$ cat config.mk
export PLATFORM = sky130hd
export DESIGN_NAME = display_capacity_soc_smoother_flat
export DESIGN_NICKNAME = d
export VERILOG_FILES = /design/src/sv/dcs_pkg.sv /design/src/sv/dcs_if.sv /design/src/sv/display_capacity_soc_smoother.sv /design/src/flat_wrapper.sv
export SDC_FILE = /design/constraint.sdc
export NUM_CORES = 2
export LEC_CHECK = 0
export ABC_AREA = 1
export BUFFER_PORTS_ARGS = -buffer_cell sky130_fd_sc_hd__buf_2
export CORE_MARGIN = 1.5
export CORE_UTILIZATION = 45
export DETAILED_ROUTE_END_ITERATION = 6
export PLACE_DENSITY_LB_ADDON = 0.08
export SLEW_MARGIN = 10
export SYNTH_ARGS = -nofsm -noshare
export SYNTH_HDL_FRONTEND = slang
export SYNTH_SLANG_ARGS = --single-unit
$ cat constraint.sdc
create_clock -name clk_i -period 17 [get_ports clk_i]
set_input_delay 2.55 -clock clk_i [delete_from_list [all_inputs] [get_ports clk_i]]
set_output_delay 2.55 -clock clk_i [all_outputs]
set_load 0.01 [all_outputs]
$ cat src/sv/dcs_pkg.sv
// shared constants and types of the display capacity smoother
`timescale 1ns / 1ps
package dcs_pkg;

  localparam int unsigned AmountW = 32;
  localparam int unsigned SocW    = 17;
  localparam int unsigned FacW    = 15;
  localparam int unsigned CfgW    = 14;
  localparam int unsigned CfgIdxW = 2;
  localparam int unsigned DirW    = 2;
  localparam int unsigned FullW   = 33;
  localparam int unsigned BfW     = 47;
  localparam int unsigned DenW    = 46;
  localparam int unsigned RemW    = 47;
  localparam int unsigned MulAW   = 33;
  localparam int unsigned MulBW   = 17;
  localparam int unsigned ProdW   = MulAW + MulBW;
  localparam int unsigned CntW    = 5;
  localparam int unsigned FnumW   = 23;

  localparam logic [CfgIdxW-1:0] CfgBaseChg  = 2'd0;
  localparam logic [CfgIdxW-1:0] CfgBaseDis  = 2'd1;
  localparam logic [CfgIdxW-1:0] CfgCapacity = 2'd2;

  localparam logic [CfgW-1:0]    CapReset   = 14'd100;
  localparam logic [MulAW-1:0]   AmsPerCap  = 33'd360000;
  localparam logic [MulBW-1:0]   SocScale   = 17'd10000;
  localparam logic [SocW-1:0]    SocOne     = 17'd65536;
  localparam logic [SocW-1:0]    SocQuarter = 17'd16384;
  localparam logic [FacW-1:0]    FacMax     = 15'd24576;
  localparam logic [FacW-1:0]    FacMin     = 15'd10923;
  localparam logic [CntW-1:0]    SocSteps   = 5'd17;
  localparam logic [CntW-1:0]    FacSteps   = 5'd15;
  localparam logic [20:0]        SnapLimit  = 21'd196608;  // 0.3 of one, times 10
  localparam logic [21:0]        EndNear20  = 22'd1245184; // 0.95 of one, times 20
  localparam logic [21:0]        EndFull20  = 22'd1310720;
  localparam logic [DirW-1:0]    DirAdd     = 2'b01;

  typedef enum logic [3:0] {
    ST_IDLE,
    ST_FULL,
    ST_BASE,
    ST_CNT,
    ST_DEN,
    ST_CLAMP,
    ST_DIV,
    ST_POST,
    ST_DISP,
    ST_CMP,
    ST_FAC,
    ST_SNAP,
    ST_APPLY,
    ST_OUT
  } state_e;

  typedef enum logic [1:0] {
    PH_COUNTED,
    PH_DISPLAY,
    PH_FACTOR
  } phase_e;

endpackage

$ cat src/sv/dcs_if.sv
// channel interfaces of the display capacity smoother
`timescale 1ns / 1ps
interface dcs_in_if;
  logic        valid;
  logic        ready;
  logic        command;
  logic [31:0] amount;
  logic signed [1:0] direction;
  logic        charging;
  logic [31:0] counted_charge;
  logic        counted_positive;

  modport source (output valid, command, amount, direction, charging, counted_charge,
                  counted_positive, input ready);
  modport sink (input valid, command, amount, direction, charging, counted_charge,
                counted_positive, output ready);
  modport monitor (input valid, ready, command, amount, direction, charging, counted_charge,
                   counted_positive);
endinterface

interface dcs_out_if;
  logic        valid;
  logic        ready;
  logic [31:0] display_charge;
  logic [31:0] applied_increment;
  logic [16:0] counted_soc;
  logic        snapped;

  modport source (output valid, display_charge, applied_increment, counted_soc, snapped,
                  input ready);
  modport sink (input valid, display_charge, applied_increment, counted_soc, snapped,
                output ready);
  modport monitor (input valid, ready, display_charge, applied_increment, counted_soc,
                   snapped);
endinterface

interface dcs_cfg_if;
  logic        valid;
  logic        ready;
  logic [1:0]  index;
  logic [13:0] data;

  modport source (output valid, index, data, input ready);
  modport sink (input valid, index, data, output ready);
  modport monitor (input valid, ready, index, data);
endinterface

$ cat src/sv/display_capacity_soc_smoother.sv
// top level of the display capacity smoother
`timescale 1ns / 1ps
// Keeps the displayed remaining charge of a battery pack. Each transaction on in_i yields
// exactly one transaction on out_o. The work runs on one multiplier and one restoring
// divider (one quotient bit per cycle) under a sequencer; an accumulate takes longer than
// a load, depending on whether the display SOC and the factor need a division. Each SOC
// division runs 17 steps. The block takes no new item until the last result is taken.
// in_i is ready only while the block is idle; a result stays on out_o until taken.
// Configuration writes on cfg_i are always accepted and must arrive while idle.
module display_capacity_soc_smoother
  import dcs_pkg::*;
(
  input  logic  clk_i,
  input  logic  rst_ni,
  dcs_cfg_if.sink   cfg_i,
  dcs_in_if.sink    in_i,
  dcs_out_if.source out_o
);

  state_e state_q, state_d;
  phase_e phase_q;

  logic [CfgW-1:0] base_chg_q, base_dis_q, cap_q;
  logic [AmountW-1:0] cur_q;

  logic               cmd_q, chg_q, gain_q;
  logic [AmountW-1:0] amount_q, cnt_in_q;
  logic [DirW-1:0]    dir_q;

  logic [FullW-1:0] full_q;
  logic [BfW-1:0]   bf_q;
  logic [DenW-1:0]  cd_q, den_q, dv_q;
  logic [RemW-1:0]  r_q;
  logic [SocW-1:0]  q_q, s_q, dsoc_q;
  logic [CntW-1:0]  cnt_q;
  logic             first_q, snap_q;
  logic signed [FnumW-1:0] fnum_q, fden_q;
  logic [FacW-1:0]  fac_q;

  logic               out_valid_q;
  logic [AmountW-1:0] out_disp_q, out_appl_q;
  logic [SocW-1:0]    out_soc_q;
  logic               out_snap_q;

  logic in_acc, out_acc;

  // shared multiplier
  logic [MulAW-1:0] mul_a;
  logic [MulBW-1:0] mul_b;
  logic [ProdW-1:0] prod;
  logic [CfgW-1:0]  cap_eff;

  always_comb begin
    cap_eff = (cap_q == '0) ? CfgW'(1) : cap_q;
    mul_a   = '0;
    mul_b   = '0;
    case (state_q)
      ST_FULL: begin
        mul_a = AmsPerCap;
        mul_b = {3'b0, cap_eff};
      end
      ST_BASE: begin
        mul_a = full_q;
        mul_b = {3'b0, (chg_q ? base_chg_q : base_dis_q)};
      end
      ST_CNT: begin
        mul_a = {1'b0, cnt_in_q};
        mul_b = SocScale;
      end
      ST_DEN: begin
        mul_a = full_q;
        mul_b = SocScale;
      end
      ST_SNAP: begin
        mul_a = full_q;
        mul_b = s_q;
      end
      ST_APPLY: begin
        mul_a = {1'b0, amount_q};
        mul_b = {2'b0, fac_q};
      end
      default: begin
        mul_a = '0;
        mul_b = '0;
      end
    endcase
    prod = {{MulBW{1'b0}}, mul_a} * {{MulAW{1'b0}}, mul_b};
  end

  // divider step and other datapath helpers
  logic [RemW-1:0] rs;
  logic            ge;
  logic signed [BfW+1:0] numw;
  logic [RemW-1:0] num_clamped;
  logic [SocW-1:0] diff;
  logic [20:0]     diff10;
  logic [21:0]     d20, s20, end20;
  logic [SocW-1:0] end_dis;
  logic signed [FnumW-1:0] fnum_d, fden_d, nneg, dneg;
  logic [21:0]     an, ad;
  logic [FacW-1:0] fac_clamped;
  logic [33:0]     snap_v;
  logic [AmountW-1:0] snap_next;
  logic [32:0]     appl_w;
  logic [AmountW-1:0] appl, apply_next, head;

  always_comb begin
    rs = first_q ? r_q : {r_q[RemW-2:0], 1'b0};
    ge = (rs >= {1'b0, dv_q});

    numw = gain_q ? ($signed({2'b0, bf_q}) + $signed({3'b0, cd_q}))
                  : ($signed({2'b0, bf_q}) - $signed({3'b0, cd_q}));
    if (numw[BfW+1]) num_clamped = '0;
    else if (numw[BfW:0] > {2'b0, den_q}) num_clamped = {1'b0, den_q};
    else num_clamped = numw[RemW-1:0];

    diff   = (dsoc_q > s_q) ? (dsoc_q - s_q) : (s_q - dsoc_q);
    diff10 = 21'(diff) * 21'd10;

    d20   = 22'(dsoc_q) * 22'd20;
    s20   = 22'(s_q) * 22'd20;
    end20 = ((d20 > EndNear20) || (s20 > EndNear20)) ? EndFull20 : EndNear20;
    end_dis = ((dsoc_q < SocQuarter) || (s_q < SocQuarter)) ? '0 : SocQuarter;
    if (chg_q) begin
      fnum_d = $signed({1'b0, end20}) - $signed({1'b0, d20});
      fden_d = $signed({1'b0, end20}) - $signed({1'b0, s20});
    end else begin
      fnum_d = $signed({6'b0, dsoc_q}) - $signed({6'b0, end_dis});
      fden_d = $signed({6'b0, s_q}) - $signed({6'b0, end_dis});
    end

    nneg = -fnum_q;
    dneg = -fden_q;
    an = fnum_q[FnumW-1] ? nneg[21:0] : fnum_q[21:0];
    ad = fden_q[FnumW-1] ? dneg[21:0] : fden_q[21:0];

    if (q_q > {2'b0, FacMax}) fac_clamped = FacMax;
    else if (q_q < {2'b0, FacMin}) fac_clamped = FacMin;
    else fac_clamped = q_q[FacW-1:0];

    snap_v    = prod[ProdW-1:16];
    snap_next = (snap_v[33:32] != 2'b0) ? '1 : snap_v[31:0];

    appl_w = prod[46:14];
    appl   = appl_w[32] ? '1 : appl_w[31:0];
    head   = ~cur_q;
    if (dir_q == DirAdd) apply_next = (head < appl) ? '1 : (cur_q + appl);
    else if (dir_q[1]) apply_next = (cur_q > appl) ? (cur_q - appl) : '0;
    else apply_next = cur_q;
  end

  // next state
  always_comb begin
    state_d = state_q;
    case (state_q)
      ST_IDLE:  if (in_acc) state_d = ST_FULL;
      ST_FULL:  state_d = ST_BASE;
      ST_BASE:  state_d = ST_CNT;
      ST_CNT:   state_d = ST_DEN;
      ST_DEN:   state_d = ST_CLAMP;
      ST_CLAMP: state_d = ST_DIV;
      ST_DIV:   if (cnt_q == CntW'(1)) state_d = ST_POST;
      ST_POST: begin
        case (phase_q)
          PH_COUNTED: state_d = cmd_q ? ST_OUT : ST_DISP;
          PH_DISPLAY: state_d = ST_CMP;
          default:    state_d = ST_APPLY;
        endcase
      end
      ST_DISP:  state_d = (cur_q >= full_q[AmountW-1:0] && full_q[FullW-1] == 1'b0)
                          ? ST_CMP : ST_DIV;
      ST_CMP:   state_d = (diff10 > SnapLimit) ? ST_SNAP : ST_FAC;
      ST_FAC: begin
        if (fden_q == '0 || fnum_q == '0 || (fnum_q[FnumW-1] != fden_q[FnumW-1])
            || ({1'b0, an} >= {ad, 1'b0}))
          state_d = ST_APPLY;
        else
          state_d = ST_DIV;
      end
      ST_SNAP:  state_d = ST_OUT;
      ST_APPLY: state_d = ST_OUT;
      ST_OUT:   if (out_acc) state_d = ST_IDLE;
      default:  state_d = ST_IDLE;
    endcase
  end

  // handshake outputs
  always_comb begin
    in_i.ready  = (state_q == ST_IDLE);
    cfg_i.ready = 1'b1;
    out_o.valid = out_valid_q;
    out_o.display_charge    = out_disp_q;
    out_o.applied_increment = out_appl_q;
    out_o.counted_soc       = out_soc_q;
    out_o.snapped           = out_snap_q;
  end

  assign in_acc  = in_i.valid && in_i.ready;
  assign out_acc = out_o.valid && out_o.ready;

  // control state, configuration and display charge
  always_ff @(posedge clk_i or negedge rst_ni) begin
    if (!rst_ni) begin
      state_q     <= ST_IDLE;
      phase_q     <= PH_COUNTED;
      cnt_q       <= '0;
      first_q     <= 1'b0;
      out_valid_q <= 1'b0;
      base_chg_q  <= '0;
      base_dis_q  <= '0;
      cap_q       <= CapReset;
      cur_q       <= '0;
    end else begin
      state_q <= state_d;
      if (cfg_i.valid && cfg_i.ready) begin
        if (cfg_i.index == CfgBaseChg) base_chg_q <= cfg_i.data;
        else if (cfg_i.index == CfgBaseDis) base_dis_q <= cfg_i.data;
        else if (cfg_i.index == CfgCapacity) cap_q <= cfg_i.data;
      end
      case (state_q)
        ST_CLAMP: begin
          cnt_q   <= SocSteps;
          first_q <= 1'b1;
          phase_q <= PH_COUNTED;
        end
        ST_DIV: begin
          cnt_q   <= cnt_q - CntW'(1);
          first_q <= 1'b0;
        end
        ST_POST: begin
          if (phase_q == PH_COUNTED && cmd_q) begin
            cur_q       <= amount_q;
            out_valid_q <= 1'b1;
          end
        end
        ST_DISP: begin
          cnt_q   <= SocSteps;
          first_q <= 1'b1;
          phase_q <= PH_DISPLAY;
        end
        ST_FAC: begin
          cnt_q   <= FacSteps;
          first_q <= 1'b1;
          phase_q <= PH_FACTOR;
        end
        ST_SNAP: begin
          cur_q       <= snap_next;
          out_valid_q <= 1'b1;
        end
        ST_APPLY: begin
          cur_q       <= apply_next;
          out_valid_q <= 1'b1;
        end
        ST_OUT: begin
          if (out_acc) out_valid_q <= 1'b0;
        end
        default: begin
          cnt_q <= cnt_q;
        end
      endcase
    end
  end

  // datapath
  always_ff @(posedge clk_i) begin
    case (state_q)
      ST_IDLE: begin
        if (in_acc) begin
          cmd_q    <= in_i.command;
          amount_q <= in_i.amount;
          dir_q    <= in_i.direction;
          chg_q    <= in_i.charging;
          cnt_in_q <= in_i.counted_charge;
          gain_q   <= in_i.counted_positive;
        end
      end
      ST_FULL:  full_q <= prod[FullW-1:0];
      ST_BASE:  bf_q   <= prod[BfW-1:0];
      ST_CNT:   cd_q   <= prod[DenW-1:0];
      ST_DEN:   den_q  <= prod[DenW-1:0];
      ST_CLAMP: begin
        r_q  <= num_clamped;
        dv_q <= den_q;
        q_q  <= '0;
      end
      ST_DIV: begin
        r_q <= ge ? (rs - {1'b0, dv_q}) : rs;
        q_q <= {q_q[SocW-2:0], ge};
      end
      ST_POST: begin
        case (phase_q)
          PH_COUNTED: begin
            s_q <= q_q;
            out_disp_q <= amount_q;
            out_appl_q <= '0;
            out_soc_q  <= q_q;
            out_snap_q <= 1'b0;
          end
          PH_DISPLAY: dsoc_q <= q_q;
          default:    fac_q  <= fac_clamped;
        endcase
      end
      ST_DISP: begin
        dsoc_q <= SocOne;
        r_q    <= {{(RemW-AmountW){1'b0}}, cur_q};
        dv_q   <= {{(DenW-FullW){1'b0}}, full_q};
        q_q    <= '0;
      end
      ST_CMP: begin
        snap_q <= (diff10 > SnapLimit);
        fnum_q <= fnum_d;
        fden_q <= fden_d;
      end
      ST_FAC: begin
        if (fden_q == '0) fac_q <= FacMax;
        else if (fnum_q == '0 || (fnum_q[FnumW-1] != fden_q[FnumW-1])) fac_q <= FacMin;
        else fac_q <= FacMax;
        r_q  <= {{(RemW-22){1'b0}}, an};
        dv_q <= {{(DenW-22){1'b0}}, ad};
        q_q  <= '0;
      end
      ST_SNAP: begin
        out_disp_q <= snap_next;
        out_appl_q <= '0;
        out_soc_q  <= s_q;
        out_snap_q <= 1'b1;
      end
      ST_APPLY: begin
        out_disp_q <= apply_next;
        out_appl_q <= appl;
        out_soc_q  <= s_q;
        out_snap_q <= snap_q;
      end
      default: begin
        fac_q <= fac_q;
      end
    endcase
  end

`ifndef SYNTHESIS
  a_snap_no_incr: assert property (@(posedge clk_i) disable iff (!rst_ni)
    out_o.valid && out_o.snapped |-> out_o.applied_increment == '0)
    else $error("snapped result carries an increment");

  a_soc_range: assert property (@(posedge clk_i) disable iff (!rst_ni)
    out_o.valid |-> out_o.counted_soc <= SocOne)
    else $error("counted soc above one");

  a_busy_after_accept: assert property (@(posedge clk_i) disable iff (!rst_ni)
    in_i.valid && in_i.ready |=> !in_i.ready && !out_o.valid)
    else $error("block not busy after accepting a transaction");

  a_idle_after_result: assert property (@(posedge clk_i) disable iff (!rst_ni)
    out_o.valid && out_o.ready |=> in_i.ready && !out_o.valid)
    else $error("block not idle after result taken");
`endif

endmodule
$ cat src/flat_wrapper.sv
// flat-port wrapper written by rule: the top's interface ports become plain ports
module display_capacity_soc_smoother_flat import dcs_pkg::*;
  (clk_i, rst_ni, cfg_i_valid, cfg_i_index, cfg_i_data, cfg_i_ready, in_i_valid, in_i_command, in_i_amount, in_i_direction, in_i_charging, in_i_counted_charge, in_i_counted_positive, in_i_ready, out_o_valid, out_o_display_charge, out_o_applied_increment, out_o_counted_soc, out_o_snapped, out_o_ready);
  dcs_cfg_if cfg_i_i ();
  dcs_in_if in_i_i ();
  dcs_out_if out_o_i ();
  input  logic clk_i;
  input  logic rst_ni;
  input wire logic [$bits(cfg_i_i.valid)-1:0] cfg_i_valid;
  input wire logic [$bits(cfg_i_i.index)-1:0] cfg_i_index;
  input wire logic [$bits(cfg_i_i.data)-1:0] cfg_i_data;
  output wire logic [$bits(cfg_i_i.ready)-1:0] cfg_i_ready;
  input wire logic [$bits(in_i_i.valid)-1:0] in_i_valid;
  input wire logic [$bits(in_i_i.command)-1:0] in_i_command;
  input wire logic [$bits(in_i_i.amount)-1:0] in_i_amount;
  input wire logic [$bits(in_i_i.direction)-1:0] in_i_direction;
  input wire logic [$bits(in_i_i.charging)-1:0] in_i_charging;
  input wire logic [$bits(in_i_i.counted_charge)-1:0] in_i_counted_charge;
  input wire logic [$bits(in_i_i.counted_positive)-1:0] in_i_counted_positive;
  output wire logic [$bits(in_i_i.ready)-1:0] in_i_ready;
  output wire logic [$bits(out_o_i.valid)-1:0] out_o_valid;
  output wire logic [$bits(out_o_i.display_charge)-1:0] out_o_display_charge;
  output wire logic [$bits(out_o_i.applied_increment)-1:0] out_o_applied_increment;
  output wire logic [$bits(out_o_i.counted_soc)-1:0] out_o_counted_soc;
  output wire logic [$bits(out_o_i.snapped)-1:0] out_o_snapped;
  input wire logic [$bits(out_o_i.ready)-1:0] out_o_ready;
  assign cfg_i_i.valid = cfg_i_valid;
  assign cfg_i_i.index = cfg_i_index;
  assign cfg_i_i.data = cfg_i_data;
  assign cfg_i_ready = cfg_i_i.ready;
  assign in_i_i.valid = in_i_valid;
  assign in_i_i.command = in_i_command;
  assign in_i_i.amount = in_i_amount;
  assign in_i_i.direction = in_i_direction;
  assign in_i_i.charging = in_i_charging;
  assign in_i_i.counted_charge = in_i_counted_charge;
  assign in_i_i.counted_positive = in_i_counted_positive;
  assign in_i_ready = in_i_i.ready;
  assign out_o_valid = out_o_i.valid;
  assign out_o_display_charge = out_o_i.display_charge;
  assign out_o_applied_increment = out_o_i.applied_increment;
  assign out_o_counted_soc = out_o_i.counted_soc;
  assign out_o_snapped = out_o_i.snapped;
  assign out_o_i.ready = out_o_ready;
  display_capacity_soc_smoother u_core (.clk_i(clk_i), .rst_ni(rst_ni), .cfg_i(cfg_i_i), .in_i(in_i_i), .out_o(out_o_i));
endmodule
* Yosys cells after proc, flatten, opt, wreduce, memory -nomap -nowiden
Cells that the tools add are included.
** Operators by class
- Bitwise logic cells :: 4
- Equality and inequality tests :: 26
- Magnitude comparators :: 14
- Shift operators :: 0
- Add/sub/neg operators :: 14
- Reduce and logical (&&, ||, !) cells :: 44
- Multiply operators :: 4
- Muxes and demuxes :: 58
- Divide/modulo/power cells :: 0
** Operator list (count)
- $mux 32 :: 9
- $pmux 32 s3 :: 3
- $mux 47 :: 4
- $pmux 47 s4 :: 1
- $pmux 46 s3 :: 1
- $pmux 33 s4 :: 1
- $pmux 17 s2 :: 3
- $mux 15 :: 6
- $pmux 17 s5 :: 1
- $mul 17x3->20 const B :: 3
- $pmux 4 s13 :: 1
- $mux 17 :: 3
- $mul 33x17->50 :: 1
- $mux 49 :: 1
- $add 47x46->48 :: 1
- $gt 48x46->1 :: 1
- $sub 47x46->48 :: 1
- $ge 47x46->1 :: 1
- $sub 47x46->47 :: 1
- $logic_not 23->1 :: 2
- $mux 23 :: 2
- $sub 22x22->23 :: 2
- $gt 22x21->1 const B :: 2
- $mux 22 :: 2
- 51 further kinds :: 111
** Word-level totals
- Bits of input ports :: 90
- Output and inout port bits :: 85
- Logic and storage cells :: 196
- Latch bits :: 0
- Register bits after elaboration :: 616
- Memories kept :: 0
- RAM bits :: 0
- ROM bits :: 0

* Longest topological paths before layout
- Depth in word-level cells :: 10
- Depth in mapped cells :: 59
- Mapped depth without buffers :: 56

* Worst setup path after synthesis
Ideal clock, no wire load.
- Path type :: register to register
- Start :: register u_core.state_q[3]
- End :: register u_core.out_disp_q[18] (netlist: u_core.out_o.display_charge[18]) (data pin)
- Path buffers :: 3
- Data required time :: 16.739 ns
- Stages on the path, launching flop included :: 48
- Slack :: 6.208 ns
- Arrival :: 10.531 ns
- Path through :: dfrtp_1 -> nor2_1 -> inv_2 -> nor2_1 -> inv_1 -> buf_2 -> a21oi_1 -> nor3_1 -> inv_1 -> clkbuf_1 -> nand2_1 -> fa_1 -> inv_1 -> fa_1 -> inv_1 -> fa_1 -> inv_1 -> fa_1 -> [12 not listed] -> nand2_2 -> inv_2 -> buf_6 -> nor2_2 -> inv_2 -> fa_1 -> nand3_1 -> nand2_1 -> a21boi_0 -> o21ai_0 -> nand2_1 -> nand2_1 -> nand2_1 -> nand2_1 -> nor2_1 -> nor2_1 -> a21boi_1 -> nand2_1
** On the way
- Word-level cells in the longest chain between the ends :: 10
- Elaborated cells between the ends (all ways) :: 24
- Those cells by class :: add/sub: 2; mul: 1; order compare: 2; eq/ne: 7; mux: 9; reduce/logical: 3
** RTL lines
- start, declared :: RTL line display_capacity_soc_smoother.sv:20 : state_e state_q, state_d;
- start signal, assigned :: RTL line display_capacity_soc_smoother.sv:214 : state_q <= state_d;
- $eq 4x2->1 (tied with other cells) :: RTL line display_capacity_soc_smoother.sv:57 : case (state_q)
- $reduce_or 3->1 (no source line) or $reduce_or 2->1 (tied branches)
- $pmux 33 s4 or $pmux 17 s5 (tied branches) :: RTL line display_capacity_soc_smoother.sv:57
- $mul 33x17->50 (*) :: RTL line display_capacity_soc_smoother.sv:87 : prod = {{MulBW{1'b0}}, mul_a} * {{MulAW{1'b0}}, mul_b};
- $mux 32 (*) :: RTL line display_capacity_soc_smoother.sv:145 : appl = appl_w[32] ? '1 : appl_w[31:0];
- via u_core.appl[1] :: RTL line display_capacity_soc_smoother.sv:105 : logic [AmountW-1:0] appl, apply_next, head;
- $sub 32x32->32 or $gt 32x32->1 (tied branches) :: RTL line display_capacity_soc_smoother.sv:148 : else if (dir_q[1]) apply_next = (cur_q > appl) ? (cur_q - appl) : '0;
- $mux 32 (2 in a row) :: RTL line display_capacity_soc_smoother.sv:148
- $mux 32 (*) :: RTL line display_capacity_soc_smoother.sv:147 : if (dir_q == DirAdd) apply_next = (head < appl) ? '1 : (cur_q + appl);
- $pmux 32 s3 (*) :: RTL line display_capacity_soc_smoother.sv:266 : case (state_q)
- end signal, assigned :: RTL line display_capacity_soc_smoother.sv:294 : out_disp_q <= amount_q;
- end signal, assigned :: RTL line display_capacity_soc_smoother.sv:323 : out_disp_q <= snap_next;
- end signal, assigned :: RTL line display_capacity_soc_smoother.sv:329 : out_disp_q <= apply_next;
- end, declared :: RTL line display_capacity_soc_smoother.sv:41 : logic [AmountW-1:0] out_disp_q, out_appl_q;
The timed path passes the listed nets; every way through them passes the cells marked *.
A chain may end at the register's enable or synchronous reset.

* Worst setup path after layout
- Start :: register u_core.state_q[2]
- End :: register u_core.cur_q[0]
** On the way
- Word-level cells in the longest chain between the ends :: 10
- Elaborated cells between the ends (all ways) :: 27
- Those cells by class :: add/sub: 2; mul: 1; order compare: 2; eq/ne: 8; mux: 9; reduce/logical: 5
** RTL lines
- $eq 4x2->1 (tied with other cells) :: RTL line display_capacity_soc_smoother.sv:57
- $reduce_or 3->1 (no source line) or $reduce_or 2->1 (tied branches)
- $pmux 33 s4 or $pmux 17 s5 (tied branches) :: RTL line display_capacity_soc_smoother.sv:57
- $mul 33x17->50 :: RTL line display_capacity_soc_smoother.sv:87
- $mux 32 :: RTL line display_capacity_soc_smoother.sv:145
- $sub 32x32->32 or $gt 32x32->1 (tied branches) :: RTL line display_capacity_soc_smoother.sv:148
- $mux 32 (2 in a row) :: RTL line display_capacity_soc_smoother.sv:148
- $mux 32 :: RTL line display_capacity_soc_smoother.sv:147
- $pmux 32 s3 :: RTL line display_capacity_soc_smoother.sv:220 : case (state_q)
- end signal, assigned :: RTL line display_capacity_soc_smoother.sv:232 : cur_q <= amount_q;
- end signal, assigned :: RTL line display_capacity_soc_smoother.sv:247 : cur_q <= snap_next;
- end signal, assigned :: RTL line display_capacity_soc_smoother.sv:251 : cur_q <= apply_next;
- end, declared :: RTL line display_capacity_soc_smoother.sv:24 : logic [AmountW-1:0] cur_q;
Several ways; a longest one is shown, not always the timed one.

==> reports/results.ini <==
[sta]
finalSetupViolations = 0
fmax_mhz = 72.9
maxSlewViolCount = 0
finalHoldViolations = 0
clock-skew-final_ns = 0.0709
max_slew_margin_pct = 25.0
rsz0062_at_grt = no
tightest_slew_ns = 1.11
final.period_utilization_pct = 80.7
totalNegativeSetupSlack_ns = 0
period_needed_ns = 13.71

[flow_run]
max_cap_viol_count = 0

[outcome]
status = finished clean

[cts]
postCtsSetupBuffers = 0
cts.hold.buffers_added = 0
cts_tree = yes
htree_levels = 3
clock_sinks = 616
clock-root-buffer = clkbuf_16
post_cts_resized = 0
cts_made_buffers = 75
clkSlewWorstSetupHoldPaths_ns = 0.07
clock_latency_ns = 0.73
clockBufferDepth = 3

[routing]
drcViolationCount = 0
via_count = 67300
drt_iter0_drc = 7323
wl_um = 311000
ant_nets = 0
routedWlPerCell_um = 26.2
firstDrtPassIters = 6
avgViaCountPerCell = 5.67

[place]
portBuffers = 173
dp_hpwl_um = 257000
globalplace.congestion = 1.04

[setup_path]
endpoint_kind = flop
cp.arrival_ns = 14.29
cp_slowest_stage_delay_ns = 0.90
start_kind = flop
path_class = flop to flop
slowest_stage = nand2_1
critical_path.max_fanout = 37
cp_data_required_time_ns = 17.58

[synth]
yosys_warnings = 0
ys_async_sr_fraction_pct = 14.1
synth_cells = 9670
synth_nets = 10800
synthFlopType = edfxtp_1
synth_common_cells = nand2_1 (2,463), inv_1 (1,848), nor2_1 (893)
ys_types = 71
yosysTopAreaCell = edfxtp_1
avgSynthCellArea_sq_um = 7.31
seq_area_frac_synth_pct = 25.6
synth_top_area_share_pct = 22.5
yosysMostFrequentCell = nand2_1
netlist_area_sq_um = 70700
ys_top_cells_by_area = edfxtp_1 (22%), fa_1 (13%), nand2_1 (13%)
synth-edff-count = 529
ys_ff_latch = 616

[die]
die_w_um = 399
start_util_pct = 45.3
core_area_sq_um = 156000
num_rows = 145
ios = 175
dieArea_sq_um = 159000
die_h_um = 399

[final_layout]
finalNetCount = 10900
post-route-util_pct = 48.9
area_growth_pct = 8.03
drive_gt1_share_pct = 5.65

[global_routing]
grt_pass1_wl_um = 446000
track_usage_pct = 38.5
grt.overflow.total = 0
grt_pass1_vias = 64700
grt_max_degree = 83
antenna_found_initial = 18

[worst_hold_path]
hold_path.class = flop to flop

==> registers in the layout, summed over array words and instances (netlist names), 4 cells and up <==
signal,cells
u_core.state_q,4
u_core.cnt_in_q,32
u_core.cur_q,32
u_core.bf_q,47
u_core.fden_q,23
u_core.dsoc_q,17
u_core.out_o.applied_increment,32
u_core.r_q,47
u_core.amount_q,32
u_core.out_o.display_charge,32
u_core.den_q,46
u_core.fac_q,15
u_core.fnum_q,23
u_core.cnt_q,5
u_core.base_dis_q,14
u_core.cap_q,14
u_core.full_q,33
u_core.out_o.counted_soc,17
u_core.q_q,17
u_core.base_chg_q,14
u_core.cd_q,46
u_core.s_q,17
u_core.dv_q,46
==> kinds of logic (layout without fill, tap and decap cells) <==
logic type	Yosys count	after routing	synth area share (%)
xor gates and xnor gates	221	221	2.77
muxes	4	4	0.0567
other	1	6	0.00531
buffers and inverters	2170	2299	12.0
adders and majority gates	1086	1086	24.3
DFF	616	616	25.6
AOI/OAI and AO/OA	1369	1369	10.8
and+or+nand+nor	4203	4203	24.5
==> metrics by stage <==
stage	cells	hold WS (ns)	setup slack, ns	cell area, sq um
6_report	11900	0.486	3.29	76300
5_1_grt	11900	0.505	2.86	76300
3_5_place_dp	11700	0.467	3.69	73600
2_1_floorplan	9670	0.450	6.21	70700
4_1_cts	11900	0.485	3.65	76300
3_3_place_gp	11700	0.459	3.71	73600
==> critical path: cells and delay by family, from the launching register on <==
family	cells	cell delay, ns
adder cells (fa/ha/maj)	8	4.21
flip-flops	1	0.40
AND/OR/NAND/NOR	18	4.27
AO/OA/AOI/OAI	6	1.70
buffers and inverters	12	2.89
==> routing by layer <==
metal	global-route usage, %	wire [um]	vias to the layer above
met5	0	103	-
met4	20.0	18500	14
met3	7.41	27100	655
met2	59.0	136000	3212
met1	51.6	129000	32600
li1	-	-	30800
==> final cells by class <==
cell class / instances / area [sq um]
Clock buffer: 99 / 2090
Inverter: 1894 / 7110
Tap cell: 2058 / 2570
Clock inverter: 35 / 606
Sequential cell: 616 / 18100
Fill cell: 16100 / 79700
Timing Repair Buffer: 271 / 1600
Antenna cell: 5 / 12.5
Multi-Input combinational cell: 6884 / 44300
==> placed cells by master (no fill, tap or decap), types with 42 or more instances in the layout <==
cell and count:
fa_1 474, o21bai_1 45, nor3_1 85, dfrtp_1 84
xor2_1 149, o21ai_0 513, buf_2 172, nand3_1 477
buf_4 99, nand2_1 2462, inv_1 1845, nand4_1 154
edfxtp_1 529, ha_1 612, clkbuf_16 78, a21oi_1 505
xnor2_1 66, inv_2 42, o21ai_1 45, nor2_1 881
==> worst paths after layout <==
| kind | depth (start not counted) | start | slack [ns] | endpoint |
|---|---|---|---|---|
| worst max register to register | 44 | u_core.state_q[2] | 3.29 | u_core.cur_q[0] |
| worst min register to register | 2 | u_core.base_chg_q[0] | 0.49 | u_core.base_chg_q[0] |
| worst min-delay path | 2 | u_core.base_chg_q[0] | 0.49 | u_core.base_chg_q[0] |
| min in group asynchronous | 1 | rst_ni | 1.96 | u_core.cur_q[13] |
| worst max-delay path | 44 | u_core.state_q[2] | 3.29 | u_core.cur_q[0] |
| max in group asynchronous | 2 | rst_ni | 13.81 | u_core.cnt_q[2] |
Power is not shown: default switching activity piles up to over one toggle a cycle in this logic, so the estimate is an artifact.
